## config.mk

```make
export PLATFORM = sky130hd
export DESIGN_NAME = infix_to_postfix_converter
export DESIGN_NICKNAME = d
export VERILOG_FILES = /design/src/hw/rtl/itp_pkg.sv /design/src/hw/rtl/itp_dp.sv /design/src/hw/rtl/itp_ctrl.sv /design/src/hw/rtl/infix_to_postfix_converter.sv
export SDC_FILE = /design/constraint.sdc
export NUM_CORES = 1
export LEC_CHECK = 0
export BUFFER_PORTS_ARGS = -buffer_cell sky130_fd_sc_hd__buf_4
export CAP_MARGIN = 15
export CORE_ASPECT_RATIO = 0.9
export CORE_UTILIZATION = 55
export CTS_BUF_LIST = sky130_fd_sc_hd__clkbuf_8
export DETAILED_ROUTE_END_ITERATION = 10
export GPL_ROUTABILITY_DRIVEN = 0
export MAX_ROUTING_LAYER = met4
export PLACE_DENSITY = 0.72
export SETUP_SLACK_MARGIN = 0.3
export SLEW_MARGIN = 30
export SYNTH_ARGS = -nofsm -noshare
export SYNTH_HDL_FRONTEND = slang
export SYNTH_SLANG_ARGS = --single-unit
```

## constraint.sdc

```tcl
create_clock -name clk -period 6.8 [get_ports clk]
set_input_delay 0.34 -clock clk [delete_from_list [all_inputs] [get_ports clk]]
set_output_delay 0.34 -clock clk [all_outputs]
set_load 0.05 [all_outputs]
```

## src/hw/rtl/itp_pkg.sv

```systemverilog
package itp_pkg;

  localparam int OPERATOR_DEPTH_DEFAULT = 16;
  localparam int ARGUMENT_DEPTH_DEFAULT = 8;

  // results kept per input token; beyond this only an error may replace the last one
  localparam int RES_COUNT_W = 5;
  localparam logic [RES_COUNT_W-1:0] RES_LIMIT = 5'd16;

  // operator stack entries: operator codes 0..3, open paren mark 4
  localparam logic [2:0] ENT_PLUS   = 3'd0;
  localparam logic [2:0] ENT_MINUS  = 3'd1;
  localparam logic [2:0] PAREN_MARK = 3'd4;

  typedef enum logic [2:0] {
    KIND_OPERAND  = 3'd0,
    KIND_CALL     = 3'd1,
    KIND_COMMA    = 3'd2,
    KIND_LPAREN   = 3'd3,
    KIND_RPAREN   = 3'd4,
    KIND_OPERATOR = 3'd5,
    KIND_END      = 3'd6
  } tok_kind_t;

  typedef enum logic [1:0] {
    OUT_OPERAND  = 2'd0,
    OUT_FUNC     = 2'd1,
    OUT_OPERATOR = 2'd2
  } out_kind_t;

  typedef enum logic [1:0] {
    ERR_NONE  = 2'd0,
    ERR_FULL  = 2'd1,
    ERR_PAREN = 2'd2,
    ERR_CALL  = 2'd3
  } err_code_t;

  typedef enum logic [2:0] {
    SRC_TOKEN,
    SRC_ARG,
    SRC_FUNC,
    SRC_OPER,
    SRC_ERR
  } res_src_t;

  typedef enum logic [3:0] {
    ST_IDLE,
    ST_DISPATCH,
    ST_OP_RD,
    ST_OP_EV,
    ST_OP_PUSH,
    ST_END_ERR,
    ST_ARG_RD,
    ST_ARG_EV,
    ST_CALL_END,
    ST_FIN
  } ctrl_state_t;

  typedef struct packed {
    logic      tok_load;
    logic      op_push_paren;
    logic      op_push_code;
    logic      op_pop;
    logic      op_clear;
    logic      arg_push;
    logic      arg_pop;
    logic      arg_clear;
    logic      call_open;
    logic      call_close;
    logic      open_left_set;
    logic      emit;
    logic      emit_last;
    logic      fin_flush;
    res_src_t  res_src;
    err_code_t res_err;
  } ctrl_cmd_t;

  typedef struct packed {
    tok_kind_t kind;
    logic      in_call;
    logic      op_empty;
    logic      op_full;
    logic      op_last;
    logic      paren_none;
    logic      arg_empty;
    logic      arg_full;
    logic      arg_last;
    logic      top_is_paren;
    logic      top_lower;
    logic      open_left;
    logic      emit_ok;
    logic      out_free;
    logic      flush_ok;
  } dp_status_t;

  function automatic logic [1:0] op_rank(input logic [2:0] entry);
    logic [1:0] rank;
    case (entry)
      PAREN_MARK: rank = 2'd1;
      ENT_PLUS:   rank = 2'd2;
      ENT_MINUS:  rank = 2'd2;
      default:    rank = 2'd3;
    endcase
    return rank;
  endfunction

endpackage

```

## src/hw/rtl/itp_dp.sv

```systemverilog
module itp_dp import itp_pkg::*; #(
  parameter int OPERATOR_DEPTH = OPERATOR_DEPTH_DEFAULT,
  parameter int ARGUMENT_DEPTH = ARGUMENT_DEPTH_DEFAULT
) (
  input  logic        clk,
  input  logic        rst,
  input  logic [2:0]  token_kind,
  input  logic [1:0]  op_code,
  input  logic [15:0] token_index,
  input  ctrl_cmd_t   cmd,
  output dp_status_t  status,
  output logic        result_valid,
  input  logic        result_stall,
  output logic [1:0]  out_kind,
  output logic [1:0]  out_op,
  output logic [15:0] out_index,
  output logic [1:0]  error_code,
  output logic        out_last
);

  localparam int OIW = (OPERATOR_DEPTH > 1) ? $clog2(OPERATOR_DEPTH) : 1;
  localparam int OCW = $clog2(OPERATOR_DEPTH + 1);
  localparam int AIW = (ARGUMENT_DEPTH > 1) ? $clog2(ARGUMENT_DEPTH) : 1;
  localparam int ACW = $clog2(ARGUMENT_DEPTH + 1);

  logic [2:0]  tok_kind;
  logic [1:0]  tok_code;
  logic [15:0] tok_index;

  logic [2:0]     operator_stack [OPERATOR_DEPTH];
  logic [2:0]     op_rd_data;
  logic [OCW-1:0] operator_count;
  logic [OCW-1:0] paren_count;
  logic [OCW-1:0] op_dec;
  logic [2:0]     op_wdata;

  logic [15:0]    argument_stack [ARGUMENT_DEPTH];
  logic [15:0]    arg_rd_data;
  logic [ACW-1:0] argument_count;
  logic [ACW-1:0] arg_dec;

  logic        inside_call;
  logic [15:0] call_function_index;
  logic        open_left;

  logic                   pend_valid;
  logic [1:0]             pend_kind;
  logic [1:0]             pend_op;
  logic [15:0]            pend_index;
  logic [1:0]             pend_err;
  logic [RES_COUNT_W-1:0] res_count;
  logic                   res_full;
  logic                   out_free;

  logic [1:0]  new_kind;
  logic [1:0]  new_op;
  logic [15:0] new_index;
  logic [1:0]  new_err;

  always_ff @(posedge clk) begin
    if (cmd.tok_load) begin
      tok_kind  <= token_kind;
      tok_code  <= op_code;
      tok_index <= token_index;
    end
  end

  assign op_dec   = operator_count - OCW'(1);
  assign arg_dec  = argument_count - ACW'(1);
  assign op_wdata = cmd.op_push_paren ? PAREN_MARK : {1'b0, tok_code};

  // stack memories: one write port, registered read of the top entry
  always_ff @(posedge clk) begin
    if (cmd.op_push_paren || cmd.op_push_code) begin
      operator_stack[operator_count[OIW-1:0]] <= op_wdata;
    end
    op_rd_data <= operator_stack[op_dec[OIW-1:0]];
  end

  always_ff @(posedge clk) begin
    if (cmd.arg_push) begin
      argument_stack[argument_count[AIW-1:0]] <= tok_index;
    end
    arg_rd_data <= argument_stack[arg_dec[AIW-1:0]];
  end

  always_ff @(posedge clk) begin
    if (rst) begin
      operator_count      <= '0;
      paren_count         <= '0;
      argument_count      <= '0;
      inside_call         <= 1'b0;
      call_function_index <= '0;
      open_left           <= 1'b0;
    end else begin
      if (cmd.op_clear) begin
        operator_count <= '0;
        paren_count    <= '0;
      end else if (cmd.op_push_paren) begin
        operator_count <= operator_count + OCW'(1);
        paren_count    <= paren_count + OCW'(1);
      end else if (cmd.op_push_code) begin
        operator_count <= operator_count + OCW'(1);
      end else if (cmd.op_pop) begin
        operator_count <= op_dec;
        if (op_rd_data == PAREN_MARK) begin
          paren_count <= paren_count - OCW'(1);
        end
      end
      if (cmd.arg_clear) begin
        argument_count <= '0;
      end else if (cmd.arg_push) begin
        argument_count <= argument_count + ACW'(1);
      end else if (cmd.arg_pop) begin
        argument_count <= arg_dec;
      end
      if (cmd.call_open) begin
        inside_call         <= 1'b1;
        call_function_index <= tok_index;
      end else if (cmd.call_close) begin
        inside_call <= 1'b0;
      end
      if (cmd.tok_load) begin
        open_left <= 1'b0;
      end else if (cmd.open_left_set) begin
        open_left <= 1'b1;
      end
    end
  end

  always_comb begin
    new_kind  = OUT_OPERAND;
    new_op    = 2'd0;
    new_index = 16'd0;
    new_err   = ERR_NONE;
    case (cmd.res_src)
      SRC_TOKEN: new_index = tok_index;
      SRC_ARG:   new_index = arg_rd_data;
      SRC_FUNC: begin
        new_kind  = OUT_FUNC;
        new_index = call_function_index;
      end
      SRC_OPER: begin
        new_kind = OUT_OPERATOR;
        new_op   = op_rd_data[1:0];
      end
      SRC_ERR:   new_err = cmd.res_err;
      default:   new_err = ERR_NONE;
    endcase
  end

  assign out_free = !result_valid || !result_stall;
  assign res_full = (res_count == RES_LIMIT);

  // one result waits in the pending slot so that the last one can be marked
  always_ff @(posedge clk) begin
    if (rst) begin
      result_valid <= 1'b0;
      pend_valid   <= 1'b0;
      res_count    <= '0;
    end else begin
      if (out_free) begin
        result_valid <= 1'b0;
      end
      if (cmd.tok_load) begin
        res_count <= '0;
      end
      if (cmd.emit_last) begin
        result_valid <= 1'b1;
        out_kind     <= new_kind;
        out_op       <= new_op;
        out_index    <= new_index;
        error_code   <= new_err;
        out_last     <= 1'b1;
      end else if (cmd.emit) begin
        if (!res_full) begin
          if (pend_valid) begin
            result_valid <= 1'b1;
            out_kind     <= pend_kind;
            out_op       <= pend_op;
            out_index    <= pend_index;
            error_code   <= pend_err;
            out_last     <= 1'b0;
          end
          pend_valid <= 1'b1;
          pend_kind  <= new_kind;
          pend_op    <= new_op;
          pend_index <= new_index;
          pend_err   <= new_err;
          res_count  <= res_count + RES_COUNT_W'(1);
        end else if (new_err != ERR_NONE) begin
          // an error takes the place of the last kept result
          pend_kind  <= new_kind;
          pend_op    <= new_op;
          pend_index <= new_index;
          pend_err   <= new_err;
        end
      end else if (cmd.fin_flush && pend_valid) begin
        result_valid <= 1'b1;
        out_kind     <= pend_kind;
        out_op       <= pend_op;
        out_index    <= pend_index;
        error_code   <= pend_err;
        out_last     <= 1'b1;
        pend_valid   <= 1'b0;
      end
    end
  end

  always_comb begin
    status.kind         = tok_kind_t'(tok_kind);
    status.in_call      = inside_call;
    status.op_empty     = (operator_count == '0);
    status.op_full      = (operator_count == OCW'(OPERATOR_DEPTH));
    status.op_last      = (operator_count == OCW'(1));
    status.paren_none   = (paren_count == '0);
    status.arg_empty    = (argument_count == '0);
    status.arg_full     = (argument_count == ACW'(ARGUMENT_DEPTH));
    status.arg_last     = (argument_count == ACW'(1));
    status.top_is_paren = (op_rd_data == PAREN_MARK);
    status.top_lower    = (op_rank(op_rd_data) < op_rank({1'b0, tok_code}));
    status.open_left    = open_left;
    status.emit_ok      = !pend_valid || out_free || res_full;
    status.out_free     = out_free;
    status.flush_ok     = !pend_valid || out_free;
  end

endmodule

```

## src/hw/rtl/itp_ctrl.sv

```systemverilog
module itp_ctrl import itp_pkg::*; (
  input  logic       clk,
  input  logic       rst,
  input  logic       token_valid,
  output logic       token_stall,
  input  dp_status_t status,
  output ctrl_cmd_t  cmd
);

  ctrl_state_t state;
  ctrl_state_t state_next;

  always_ff @(posedge clk) begin
    if (rst) begin
      state <= ST_IDLE;
    end else begin
      state <= state_next;
    end
  end

  always_comb begin
    cmd         = '0;
    cmd.res_src = SRC_TOKEN;
    cmd.res_err = ERR_NONE;
    state_next  = state;
    token_stall = (state != ST_IDLE);
    case (state)
      ST_IDLE: begin
        if (token_valid) begin
          cmd.tok_load = 1'b1;
          state_next   = ST_DISPATCH;
        end
      end

      ST_DISPATCH: begin
        if (status.in_call) begin
          case (status.kind)
            KIND_OPERAND: begin
              if (!status.arg_full) begin
                cmd.arg_push = 1'b1;
                state_next   = ST_IDLE;
              end else if (status.out_free) begin
                cmd.emit_last = 1'b1;
                cmd.res_src   = SRC_ERR;
                cmd.res_err   = ERR_FULL;
                state_next    = ST_IDLE;
              end
            end
            KIND_COMMA: state_next = ST_IDLE;
            KIND_RPAREN: begin
              if (!status.arg_empty) begin
                state_next = ST_ARG_RD;
              end else if (status.out_free) begin
                cmd.emit_last  = 1'b1;
                cmd.res_src    = SRC_FUNC;
                cmd.call_close = 1'b1;
                state_next     = ST_IDLE;
              end
            end
            KIND_END: begin
              // the whole expression is abandoned
              if (status.out_free) begin
                cmd.call_close = 1'b1;
                cmd.arg_clear  = 1'b1;
                cmd.op_clear   = 1'b1;
                cmd.emit_last  = 1'b1;
                cmd.res_src    = SRC_ERR;
                cmd.res_err    = ERR_CALL;
                state_next     = ST_IDLE;
              end
            end
            default: begin
              if (status.out_free) begin
                cmd.emit_last = 1'b1;
                cmd.res_src   = SRC_ERR;
                cmd.res_err   = ERR_CALL;
                state_next    = ST_IDLE;
              end
            end
          endcase
        end else begin
          case (status.kind)
            KIND_OPERAND: begin
              if (status.out_free) begin
                cmd.emit_last = 1'b1;
                cmd.res_src   = SRC_TOKEN;
                state_next    = ST_IDLE;
              end
            end
            KIND_CALL: begin
              cmd.call_open = 1'b1;
              cmd.arg_clear = 1'b1;
              state_next    = ST_IDLE;
            end
            KIND_LPAREN: begin
              if (!status.op_full) begin
                cmd.op_push_paren = 1'b1;
                state_next        = ST_IDLE;
              end else if (status.out_free) begin
                cmd.emit_last = 1'b1;
                cmd.res_src   = SRC_ERR;
                cmd.res_err   = ERR_FULL;
                state_next    = ST_IDLE;
              end
            end
            KIND_RPAREN: begin
              if (!status.paren_none) begin
                state_next = ST_OP_RD;
              end else if (status.out_free) begin
                cmd.emit_last = 1'b1;
                cmd.res_src   = SRC_ERR;
                cmd.res_err   = ERR_PAREN;
                state_next    = ST_IDLE;
              end
            end
            KIND_OPERATOR: begin
              if (!status.op_empty) begin
                state_next = ST_OP_RD;
              end else begin
                cmd.op_push_code = 1'b1;
                state_next       = ST_IDLE;
              end
            end
            KIND_END: begin
              if (!status.op_empty) begin
                state_next = ST_OP_RD;
              end else begin
                state_next = ST_IDLE;
              end
            end
            default: state_next = ST_IDLE;
          endcase
        end
      end

      ST_OP_RD: state_next = ST_OP_EV;

      ST_OP_EV: begin
        case (status.kind)
          KIND_RPAREN: begin
            if (status.top_is_paren) begin
              cmd.op_pop = 1'b1;
              state_next = ST_FIN;
            end else if (status.emit_ok) begin
              cmd.emit    = 1'b1;
              cmd.res_src = SRC_OPER;
              cmd.op_pop  = 1'b1;
              state_next  = ST_OP_RD;
            end
          end
          KIND_OPERATOR: begin
            if (status.top_is_paren || status.top_lower) begin
              state_next = ST_OP_PUSH;
            end else if (status.emit_ok) begin
              cmd.emit    = 1'b1;
              cmd.res_src = SRC_OPER;
              cmd.op_pop  = 1'b1;
              state_next  = status.op_last ? ST_OP_PUSH : ST_OP_RD;
            end
          end
          KIND_END: begin
            if (status.top_is_paren) begin
              cmd.op_pop        = 1'b1;
              cmd.open_left_set = 1'b1;
              state_next        = status.op_last ? ST_END_ERR : ST_OP_RD;
            end else if (status.emit_ok) begin
              cmd.emit    = 1'b1;
              cmd.res_src = SRC_OPER;
              cmd.op_pop  = 1'b1;
              state_next  = status.op_last ? ST_END_ERR : ST_OP_RD;
            end
          end
          default: state_next = ST_FIN;
        endcase
      end

      ST_OP_PUSH: begin
        if (!status.op_full) begin
          cmd.op_push_code = 1'b1;
          state_next       = ST_FIN;
        end else if (status.emit_ok) begin
          cmd.emit    = 1'b1;
          cmd.res_src = SRC_ERR;
          cmd.res_err = ERR_FULL;
          state_next  = ST_FIN;
        end
      end

      ST_END_ERR: begin
        if (!status.open_left) begin
          state_next = ST_FIN;
        end else if (status.emit_ok) begin
          cmd.emit    = 1'b1;
          cmd.res_src = SRC_ERR;
          cmd.res_err = ERR_PAREN;
          state_next  = ST_FIN;
        end
      end

      ST_ARG_RD: state_next = ST_ARG_EV;

      ST_ARG_EV: begin
        // arguments leave in reverse order
        if (status.emit_ok) begin
          cmd.emit    = 1'b1;
          cmd.res_src = SRC_ARG;
          cmd.arg_pop = 1'b1;
          state_next  = status.arg_last ? ST_CALL_END : ST_ARG_RD;
        end
      end

      ST_CALL_END: begin
        if (status.emit_ok) begin
          cmd.emit       = 1'b1;
          cmd.res_src    = SRC_FUNC;
          cmd.call_close = 1'b1;
          state_next     = ST_FIN;
        end
      end

      ST_FIN: begin
        if (status.flush_ok) begin
          cmd.fin_flush = 1'b1;
          state_next    = ST_IDLE;
        end
      end

      default: state_next = ST_IDLE;
    endcase
  end

endmodule

```

## src/hw/rtl/infix_to_postfix_converter.sv

```systemverilog
// channel  | handshake                  | payload
// token    | token_valid, token_stall   | token_kind, op_code, token_index
// result   | result_valid, result_stall | out_kind, out_op, out_index, error_code, out_last
//
// a token settled at dispatch with no stack walk passes only ST_IDLE and ST_DISPATCH
// a stack walk adds a read and an evaluate state per entry examined (registered stack memory read),
// then may push or emit an error or the function; ST_FIN marks the last result
// rst is synchronous; it empties both stacks and closes any open call
// the next token is taken while the previous last result still sits in the
// output register; a stalled result output holds the controller only when a
// new result must move out
module infix_to_postfix_converter import itp_pkg::*; #(
  parameter int OPERATOR_DEPTH = OPERATOR_DEPTH_DEFAULT,
  parameter int ARGUMENT_DEPTH = ARGUMENT_DEPTH_DEFAULT
) (
  input  logic        clk,
  input  logic        rst,
  input  logic        token_valid,
  output logic        token_stall,
  input  logic [2:0]  token_kind,
  input  logic [1:0]  op_code,
  input  logic [15:0] token_index,
  output logic        result_valid,
  input  logic        result_stall,
  output logic [1:0]  out_kind,
  output logic [1:0]  out_op,
  output logic [15:0] out_index,
  output logic [1:0]  error_code,
  output logic        out_last
);

  ctrl_cmd_t  cmd;
  dp_status_t status;

  itp_ctrl u_ctrl (
    .clk         (clk),
    .rst         (rst),
    .token_valid (token_valid),
    .token_stall (token_stall),
    .status      (status),
    .cmd         (cmd)
  );

  itp_dp #(
    .OPERATOR_DEPTH (OPERATOR_DEPTH),
    .ARGUMENT_DEPTH (ARGUMENT_DEPTH)
  ) u_dp (
    .clk          (clk),
    .rst          (rst),
    .token_kind   (token_kind),
    .op_code      (op_code),
    .token_index  (token_index),
    .cmd          (cmd),
    .status       (status),
    .result_valid (result_valid),
    .result_stall (result_stall),
    .out_kind     (out_kind),
    .out_op       (out_op),
    .out_index    (out_index),
    .error_code   (error_code),
    .out_last     (out_last)
  );

endmodule
```

==> results of run 1 <==
-- metal layers --
layer / share of wire, % / routed length, µm / vias to the layer above
li1: - / - / 3535
met1: 47 / 12290 / 3759
met2: 43 / 11180 / 307
met3: 7.4 / 1930 / 42
met4: 2.1 / 553 / 0
met5: 0 / 0 / -
-- cell families after synthesis --
| logic type | after synthesis | share of synthesized area [%] |
|---|---|---|
| AND/OR/NAND/NOR | 236 | 10.26 |
| adder cells (fa/ha/maj) | 15 | 1.512 |
| flip-flops | 304 | 65.92 |
| XOR/XNOR | 14 | 0.9501 |
| AO/OA/AOI/OAI | 123 | 7.000 |
| buffers and inverters | 64 | 2.036 |
| multiplexers | 98 | 12.32 |
-- path summary, 6_finish.rpt --
kind,from,endpoint,slack [ns],cells past startpoint
max reg2reg,u_dp.operator_count[0]$_SDFFE_PP0P_,u_dp.paren_count[4]$_SDFFE_PP0P_,3.25,10
min,rst,u_dp.res_count[1]$_SDFF_PP0_,0.17,2
max,u_dp.operator_count[0]$_SDFFE_PP0P_,u_dp.paren_count[4]$_SDFFE_PP0P_,3.25,10
min reg2reg,u_dp.paren_count[4]$_SDFFE_PP0P_,u_dp.paren_count[4]$_SDFFE_PP0P_,0.47,2
-- what timing repair did --
item	CTS	global route
gates resized for setup	0	0
endpoints found under the hold margin	21	0
hold buffers	21	0
-- flip-flops by register name, summed over array words and instances, names as in the netlist, 4 cells and up --
register / cells
u_dp.operator_count: 5
u_dp.argument_stack: 128
u_dp.call_function_index: 16
u_ctrl.state: 4
u_dp.argument_count: 4
u_dp.out_index: 16
u_dp.tok_index: 16
u_dp.pend_index: 16
u_dp.operator_stack: 48
u_dp.arg_rd_data: 16
u_dp.paren_count: 5
u_dp.res_count: 5
-- area by class of cell --
| type | instances | area, µm² | share of cell area (%) |
|---|---|---|---|
| clock buffer | 60 | 825.8 | 5.578 |
| clock inverter | 28 | 176.4 | 1.192 |
| inverter | 17 | 63.81 | 0.4310 |
| multi-input combinational | 486 | 4167 | 28.14 |
| sequential | 304 | 8511 | 57.48 |
| tap | 297 | 371.6 | 2.510 |
| timing repair buffer | 85 | 690.7 | 4.665 |
-- metrics by stage --
step,cell area (µm²),hold WS [ns]
4_1_cts,14800,0.1569
3_5_place_dp,13590,0.4679
6_report,14810,0.1737
2_1_floorplan,12910,0.4376
3_3_place_gp,13590,0.4582
5_1_grt,14810,0.1676
-- synth_stat cells, types with 6 or more instances --
master / count / area, µm²
edfxtp_1: 242 / 7267
dfxtp_1: 62 / 1241
nor2_1: 57 / 214.0
mux4_2: 47 / 1059
nand2_1: 47 / 176.4
mux2i_1: 34 / 340.3
clkbuf_1: 33 / 123.9
nand4_1: 24 / 150.1
a21oi_1: 21 / 105.1
a21o_1: 19 / 142.6
inv_1: 17 / 63.81
mux2_2: 17 / 191.4
a22o_1: 16 / 140.1
nand3_1: 15 / 75.07
ha_1: 14 / 175.2
o21ai_0: 14 / 70.07
and2_1: 12 / 75.07
and3_1: 12 / 75.07
a31oi_1: 10 / 62.56
nor3_1: 10 / 50.05
xnor2_1: 9 / 78.83
and4_1: 8 / 70.07
nor3b_1: 8 / 60.06
nand2b_1: 7 / 43.79
buf_1: 6 / 22.52
-- power groups by stage --
stage	Sequential, mW	Combinational (mW)	Clock [mW]
after floorplan	2.09	0.0950	0
after global placement	2.10	0.137	0
after detailed placement	2.10	0.140	0
after CTS	2.06	0.150	1.61
after global routing	2.07	0.163	1.68
final	2.07	0.150	1.57
-- worst reg2reg max path: cells and delay by family, from the launching register on --
family | cells | cell delay [ns]
fa+ha+maj | 2 | 0.99
simple gates | 3 | 0.89
flops | 1 | 0.67
compound gates | 3 | 0.52
buf+inv | 1 | 0.21
mux | 1 | 0.20
==> results.sh, run 1 <==
export IMPL_status="complete, no violations"
export IMPL_ant_nets=0
export IMPL_hpwl_mm=16.51
export IMPL_use_met2_pct=31.86
export IMPL_synth_fp_nets=894
export IMPL_rsz0062_at_grt="no"
export IMPL_powerDensity_mw_per_mm2=255.4
export IMPL_cts_tree="done"
export IMPL_setup_viol=0
export IMPL_power_frac_clock_pct=41.4
export IMPL_wire_per_inst_um=20.32
export IMPL_async_flop_share_pct=0
export IMPL_layout_min_cycle_time_ns=3.550
export IMPL_swShare_pct=21.56
export IMPL_required_ns=7.28
export IMPL_num_antenna_cells=0
export IMPL_crit_path_max_fanout=17
export IMPL_final_setup_tns_ns=0
export IMPL_clkLatencyLatePin_ns=0.56
export IMPL_grtUsageMet3_pct=3.586
export IMPL_seq_area_frac_synth_pct=65.92
export IMPL_row_count=52
export IMPL_hold_viol=0
export IMPL_start_kind="flop"
export IMPL_p_switching_mw=0.8151
export IMPL_synth_edff_count=242
export IMPL_max_cap_violations=0
export IMPL_crit_chain="inv_1 -> ha_1 -> nand4bb_1 -> nand4_1 -> fa_1 -> a21o_1 -> a21oi_1 -> nand3b_1 -> o22ai_1 -> mux2i_1"
export IMPL_critical_path_top_delay_family="adder cells"
export IMPL_grt_pass1_wl_mm=41.06
export IMPL_layout_common_cells="edfxtp_1, buf_4, clkbuf_8, dfxtp_1, nor2_1"
export IMPL_drt_first_pass_iters=5
export IMPL_cts_clk_slew_worst_paths_ns=0.06
export IMPL_slew_headroom_pct=38.45
export IMPL_fin_util_pct=65.02
export IMPL_layout_cells_non_filler=1277
export IMPL_crit_arrival_ns=4.03
export IMPL_grtUsageMet1_pct=35.36
export IMPL_antenna_found_initial=0
export IMPL_mostFrequentLayoutCell="edfxtp_1"
export IMPL_syn_avg_cell_area_um2=15.11
export IMPL_io_pins=50
export IMPL_die_h_um=147.3
export IMPL_yosysUniqueCellTypes=75
export IMPL_postRouteWirelength_mm=25.96
export IMPL_via_count=7643
export IMPL_post_cts_setup_buffers=0
export IMPL_grt_busiest_layer="met1"
export IMPL_dieArea_mm2=0.02408
export IMPL_p_int_mw=2.966
export IMPL_syn2layout_area_growth_pct=14.72
export IMPL_grt_util_all_layers_pct=23.12
export IMPL_slew_violations=0
export IMPL_finalCritPeriodShare_pct=52.21
export IMPL_h_tree_depth=2
export IMPL_drive_gt1_share_pct=23.27
export IMPL_post_synth_instance_area_mm2=0.01291
export IMPL_core_mm2=0.02277
export IMPL_dpl_worst_slack_ns=2.888
export IMPL_clock_sinks=304
export IMPL_max_stage_delay_ns=0.67
export IMPL_io_buffers=49
export IMPL_worst_slack_ns=3.250
export IMPL_p_leak_nw=5.205
export IMPL_power_total_mw=3.781
export IMPL_nets=981
export IMPL_synth_main_ff_cell="edfxtp_1"
export IMPL_drc=0
export IMPL_path_buf_inv=1
export IMPL_dpl_cell_count=1168
export IMPL_grt_overflow_total=0
export IMPL_syn_inst=854
export IMPL_irDropWorstVdd_uv=150.6
export IMPL_die_width_um=163.5
export IMPL_worstMarginPinSlew_ns=0.9198
export IMPL_critical_path_class="flop to flop"
export IMPL_clock_tree_root_cell="clkbuf_8"
export IMPL_skew_ns=0.03019
export IMPL_fmax_ghz=0.2817
export IMPL_seq_power_share_pct=54.6
export IMPL_synth_seq_cells=304
export IMPL_drtIter0Drc=742
export IMPL_grt_pass1_vias=7325
export IMPL_clockBufferDepth=3
export IMPL_critPathSlowestCell="dfxtp_2"
export IMPL_initial_core_util_pct=56.68
export IMPL_hp_class="input pin to flop"
export IMPL_cts_buffers=47
export IMPL_viasPerCell=5.985
export IMPL_worst_setup_path_end_kind="flop"
export IMPL_fillerInstances=1644
export IMPL_grt_max_degree=37
export IMPL_yosys_warnings=0
export IMPL_pwr_share_comb_pct=4.0
No activity file was read; power rests on OpenSTA's default activity.
==> inputs of run 2 (changes only) <==
==> constraint.sdc (replaced) <==
create_clock -name clk -period 3.45 [get_ports clk]
set_input_delay 0.1725 -clock clk [delete_from_list [all_inputs] [get_ports clk]]
set_output_delay 0.1725 -clock clk [all_outputs]
set_load 0.05 [all_outputs]
==> run 2 against run 1 <==
Net effect: power increased by 89%; critical endpoint is now u_dp.pend_index[1]$_DFFE_PP_; clock skew decreased by 0.0090 ns; combinational power increased by 110%; utilization increased by 0.27 points; global-route usage increased by 0.56 points; largest power group unchanged; design area increased by 0.41%; largest cell class unchanged.
==> results.sh, run 2 (synthesized netlist as in run 1, its figures left out) <==
export IMPL_dpl_worst_slack_ns=0.1735
export IMPL_largest_register_ffs=128
export IMPL_path_buf_inv=1
export IMPL_io_buffers=49
export IMPL_dieArea_mm2=0.02408
export IMPL_critical_path_top_delay_family="simple AND/OR/NAND/NOR gates"
export IMPL_grt_pass1_wl_mm=42.17
export IMPL_clkLatencyLatePin_ns=0.58
export IMPL_grt_pass1_vias=7637
export IMPL_reg2reg_slack_ns=0.41
export IMPL_crit_chain="inv_1 -> ha_1 -> nand4bb_1 -> and3_1 -> a21oi_1 -> nor2_2 -> and2_1 -> a221o_1"
export IMPL_final_setup_tns_ns=0
export IMPL_max_cap_violations=0
export IMPL_clockBufferDepth=3
export IMPL_critPathSlowestCell="and2_1"
export IMPL_io_pins=50
export IMPL_ant_nets=0
export IMPL_fmax_ghz=0.3293
export IMPL_max_stage_delay_ns=0.60
export IMPL_layout_common_cells="edfxtp_1, buf_4, dfxtp_1"
export IMPL_postRouteWirelength_mm=27.10
export IMPL_syn2layout_area_growth_pct=15.19
export IMPL_worst_setup_path_end_kind="flop"
export IMPL_via_count=7865
export IMPL_drc=0
export IMPL_finalCritPeriodShare_pct=88.03
export IMPL_mostFrequentLayoutCell="edfxtp_1"
export IMPL_drt_first_pass_iters=5
export IMPL_hpwl_mm=17.23
export IMPL_row_count=52
export IMPL_required_ns=3.89
export IMPL_hp_class="input pin to flop"
export IMPL_rsz0062_at_grt="no"
export IMPL_wire_per_inst_um=21.05
export IMPL_powerDensity_mw_per_mm2=480.8
export IMPL_antenna_found_initial=0
export IMPL_layout_min_cycle_time_ns=3.037
export IMPL_crit_path_max_fanout=17
export IMPL_h_tree_depth=2
export IMPL_grt_max_degree=37
export IMPL_cts_tree="done"
export IMPL_setup_viol=0
export IMPL_grt_util_all_layers_pct=23.68
export IMPL_nets=997
export IMPL_worst_slack_ns=0.4129
export IMPL_viasPerCell=6.111
export IMPL_slew_violations=0
export IMPL_crit_arrival_ns=3.48
export IMPL_num_antenna_cells=0
export IMPL_layout_cells_non_filler=1287
export IMPL_irDropWorstVdd_uv=253.1
export IMPL_cts_buffers=46
export IMPL_drive_gt1_share_pct=24.14
export IMPL_slew_headroom_pct=41.35
export IMPL_worstMarginPinSlew_ns=0.8731
export IMPL_status="complete, no violations"
export IMPL_start_kind="flop"
export IMPL_die_h_um=147.3
export IMPL_drtIter0Drc=1000
export IMPL_grt_overflow_total=0
export IMPL_fin_hold_ws_ns=0.1087
export IMPL_dpl_cell_count=1179
export IMPL_cts_clk_slew_worst_paths_ns=0.06
export IMPL_hold_viol=0
export IMPL_skew_ns=0.02121
export IMPL_p_leak_nw=5.207
export IMPL_core_mm2=0.02277
export IMPL_clock_sinks=304
export IMPL_initial_core_util_pct=56.68
export IMPL_die_width_um=163.5
export IMPL_clock_tree_root_cell="clkbuf_8"
export IMPL_critical_path_class="flop to flop"
run 2: changes by cell type in the layout (fill, tap and decap cells not counted), sizes merged, moves of 2 or more:
cell | previous run | this run
dlygate4sd3 | 21 | 23
clkbuf | 60 | 53
bufinv | 2 | 0
clkinv | 11 | 13
buf | 64 | 78
run 2: through the flow:
stage	area, µm²	total power, mW	util, %
after floorplan	12990	4.312	-
after detailed placement	13720	4.430	60.26
after global routing	14870	7.364	65.29
after global placement	13720	4.415	60.26
final	14870	7.147	65.29
after CTS	14830	7.194	65.14
run 2: worst paths after layout:
check | from | to | depth (start not counted)
max | u_dp.res_count[0]$_SDFF_PP0_ | u_dp.pend_index[1]$_DFFE_PP_ | 8
min | token_valid | u_dp.res_count[0]$_SDFF_PP0_ | 4
max reg2reg | u_dp.res_count[0]$_SDFF_PP0_ | u_dp.pend_index[1]$_DFFE_PP_ | 8
min reg2reg | u_dp.paren_count[4]$_SDFFE_PP0P_ | u_dp.paren_count[4]$_SDFFE_PP0P_ | 2
run 2: worst register-to-register path: cells and delay by family, from the launching register on:
kind | cells | cell delay [ns]
buffers and inverters | 1 | 0.08
AOI/OAI and AO/OA | 2 | 0.34
adders and majority gates | 1 | 0.20
and+or+nand+nor | 4 | 1.94
DFF | 1 | 0.35
run 2: per-layer routing:
layer | wire length [µm] | global-route usage, % | up-vias
met2 | 12050 | 33.56 | 354
li1 | - | - | 3552
met4 | 653 | 8.380 | 0
met3 | 2276 | 4.517 | 59
met1 | 12120 | 34.30 | 3900
met5 | 0 | - | -
run 2: final cells by class:
class,count,area [µm²]
Multi-Input combinational cell,487,4243
Inverter,17,63.81
Timing Repair Buffer,101,815.8
Fill cell,1540,7905
Clock buffer,53,729.5
Clock inverter,28,133.9
Tap cell,297,371.6
Sequential cell,304,8509
run 2: report_power, final:
part           total [mW]  internal (mW)  switching [mW]
logic               0.320          0.135           0.184
registers            4.06           4.00          0.0652
clock network        2.77           1.41            1.36
run 2: timing repair:
item,CTS,global route
setup buffers,0,3
setup endpoints to repair,22,16
endpoints found under the hold margin,32,0
hold buffers,23,0
pin swaps,1,2
gates resized for setup,1,2
cloned,1,0
==> inputs of run 3 (changes only) <==
--- a/config.mk
+++ b/config.mk
@@ -8,12 +8,11 @@
 export BUFFER_PORTS_ARGS = -buffer_cell sky130_fd_sc_hd__buf_4
 export CAP_MARGIN = 15
 export CORE_ASPECT_RATIO = 0.9
-export CORE_UTILIZATION = 55
+export CORE_UTILIZATION = 40
 export CTS_BUF_LIST = sky130_fd_sc_hd__clkbuf_8
 export DETAILED_ROUTE_END_ITERATION = 10
 export GPL_ROUTABILITY_DRIVEN = 0
 export MAX_ROUTING_LAYER = met4
-export PLACE_DENSITY = 0.72
 export SETUP_SLACK_MARGIN = 0.3
 export SLEW_MARGIN = 30
 export SYNTH_ARGS = -nofsm -noshare
==> run 3 against run 2 <==
Net effect: global-route usage shrank 5.8 points; worst hold slack lost 0.039 ns; register-to-register slack gained 0.06 ns; final cell count grew 9.9%; critical path depth is the same; critical endpoint unchanged; largest power group unchanged.
==> results.sh, run 3 (synthesized netlist as in run 1, its figures left out) <==
export IMPL_p_int_mw=5.855
export IMPL_grt_pass1_vias=7413
export IMPL_stdcell_area_mm2=0.01516
export IMPL_via_count=7739
export IMPL_grt_max_degree=37
export IMPL_hold_viol=0
export IMPL_postPlaceCellArea_mm2=0.01389
export IMPL_p_switching_mw=1.698
export IMPL_grt_util_all_layers_pct=17.88
export IMPL_crit_chain="inv_1 -> ha_1 -> nand4bb_1 -> and3_1 -> a21oi_1 -> nor2_2 -> and2_1 -> a221o_1"
export IMPL_clockBufferDepth=3
export IMPL_final_setup_tns_ns=0
export IMPL_initial_core_util_pct=40.58
export IMPL_cts_buffers=52
export IMPL_postRouteWirelength_mm=27.85
export IMPL_crit_arrival_ns=3.43
export IMPL_drc=0
export IMPL_die_width_um=191.3
export IMPL_rsz0062_at_grt="yes"
export IMPL_worst_slack_ns=0.4745
export IMPL_layout_min_cycle_time_ns=2.975
export IMPL_p_leak_nw=5.269
export IMPL_num_antenna_cells=0
export IMPL_drive_gt1_share_pct=24.32
export IMPL_drt_first_pass_iters=5
export IMPL_mostFrequentLayoutCell="edfxtp_1"
export IMPL_critPathSlowestCell="and2_1"
export IMPL_worstHoldStart="result_stall"
export IMPL_worst_setup_path_end_kind="flop"
export IMPL_reg2regPathDepth=8
export IMPL_max_cap_violations=0
export IMPL_slew_headroom_pct=51.56
export IMPL_slew_violations=0
export IMPL_dpl_worst_slack_ns=0.4650
export IMPL_fmax_ghz=0.3361
export IMPL_viasPerCell=5.469
export IMPL_clock_tree_root_cell="clkbuf_8"
export IMPL_clkLatencyLatePin_ns=0.59
export IMPL_drtIter0Drc=622
export IMPL_core_mm2=0.03181
export IMPL_swShare_pct=22.48
export IMPL_irDropWorstVdd_uv=379.0
export IMPL_antenna_found_initial=0
export IMPL_critical_path_class="flop to flop"
export IMPL_max_stage_delay_ns=0.60
export IMPL_worstMarginPinSlew_ns=0.7258
export IMPL_ant_nets=0
export IMPL_post_cts_setup_buffers=0
export IMPL_power_total_mw=7.553
export IMPL_grt_pass1_wl_mm=43.52
export IMPL_required_ns=3.91
export IMPL_die_h_um=172.4
export IMPL_io_buffers=49
export IMPL_powerDensity_mw_per_mm2=498.3
export IMPL_h_tree_depth=2
export IMPL_r2r_end="u_dp.pend_index[1]$_DFFE_PP_"
export IMPL_dieArea_mm2=0.03299
export IMPL_wire_per_inst_um=19.68
export IMPL_syn2layout_area_growth_pct=17.46
export IMPL_min_to="u_dp.result_valid$_SDFF_PP0_"
export IMPL_hp_class="input pin to flop"
export IMPL_reg2reg_slack_ns=0.47
export IMPL_grt_overflow_total=0
export IMPL_io_pins=50
export IMPL_clock_sinks=304
export IMPL_timing_rr_start="u_dp.res_count[0]$_SDFF_PP0_"
export IMPL_finalCritPeriodShare_pct=86.25
export IMPL_start_kind="flop"
export IMPL_seq_power_share_pct=53.9
export IMPL_pwr_share_comb_pct=4.1
export IMPL_cts_clk_slew_worst_paths_ns=0.06
export IMPL_setup_viol=0
export IMPL_hpwl_mm=18.07
export IMPL_skew_ns=0.04616
export IMPL_status="complete, no violations"
export IMPL_cts_tree="done"
export IMPL_largest_register_ffs=128
export IMPL_min_path_cells=3
export IMPL_row_count=62
export IMPL_nets=997
export IMPL_power_frac_clock_pct=42.0
export IMPL_layout_common_cells="edfxtp_1, buf_4, dfxtp_1"
export IMPL_crit_path_max_fanout=17
run 3: cell types whose count changed in the layout (fill, tap and decap cells not counted), sizes merged:
cell,delta
buf,-4
bufinv,+4
clkbuf,-1
clkinv,+7
clkinvlp,+3
dlygate4sd3,-1
inv,+2
nor3,-1
run 3: what timing repair did:
action	CTS	global route
hold buffers	22	0
setup endpoints to repair	0	42
gates resized for setup	0	4
endpoints found under the hold margin	38	0
run 3: layout make-up:
class | count | area (µm²)
repair buffers | 96 | 800.8
flip-flops and latches | 304 | 8511
multi-input cells | 486 | 4237
inverters | 17 | 63.81
clock inverters | 44 | 311.5
well taps | 416 | 520.5
clock buffers | 52 | 715.7
fillers | 2802 | 16650
run 3: per-layer routing:
metal | up-vias | GRT usage, % | wire length, µm
li1 | 3564 | - | -
met1 | 3899 | 27.65 | 14110
met2 | 242 | 23.99 | 11750
met3 | 34 | 2.882 | 1602
met4 | 0 | 4.796 | 388
met5 | - | - | 0
run 3: how the worst max path moves through the flow:
| stage | from | endpoint | cells after the start |
|---|---|---|---|
| 2_1_floorplan | u_dp.operator_count[0]$_SDFFE_PP0P_ | u_dp.paren_count[4]$_SDFFE_PP0P_ | 13 |
| 3_3_place_gp | u_ctrl.state[0]$_SDFFE_PP0P_ | u_dp.pend_index[13]$_DFFE_PP_ | 7 |
| 3_5_place_dp | u_dp.operator_count[1]$_SDFFE_PP0P_ | u_dp.pend_index[11]$_DFFE_PP_ | 8 |
| 4_1_cts | u_dp.operator_count[1]$_SDFFE_PP0P_ | u_dp.pend_op[1]$_DFFE_PP_ | 8 |
| 5_1_grt | u_dp.res_count[0]$_SDFF_PP0_ | u_dp.pend_index[1]$_DFFE_PP_ | 8 |
| 6_report | u_dp.res_count[0]$_SDFF_PP0_ | u_dp.pend_index[1]$_DFFE_PP_ | 8 |
run 3: worst max-delay path: cells and delay by family, from the launching register on:
kind | cells | cell delay [ns]
buffers and inverters | 1 | 0.07
adder cells (fa/ha/maj) | 1 | 0.19
AO/OA/AOI/OAI | 2 | 0.33
AND/OR/NAND/NOR | 4 | 1.90
flip-flops | 1 | 0.35
run 3: power groups by stage:
stage                     sequential (mW)  combinational (mW)  clock [mW]
after global placement               4.14               0.289           0
after global routing                 4.07               0.340        3.45
after CTS                            4.07               0.311        3.28
final                                4.07               0.311        3.17
after detailed placement             4.14               0.290           0
after floorplan                      4.12               0.189           0
run 3: stage by stage:
stage	utilization [%]	hold WS [ns]	std cells
finish	47.66	0.06953	1415
global route	47.66	0.05398	1415
CTS	47.59	0.04042	1415
detailed placement	43.67	0.3519	1297
global placement	43.67	0.3505	1297
floorplan	-	0.2714	854
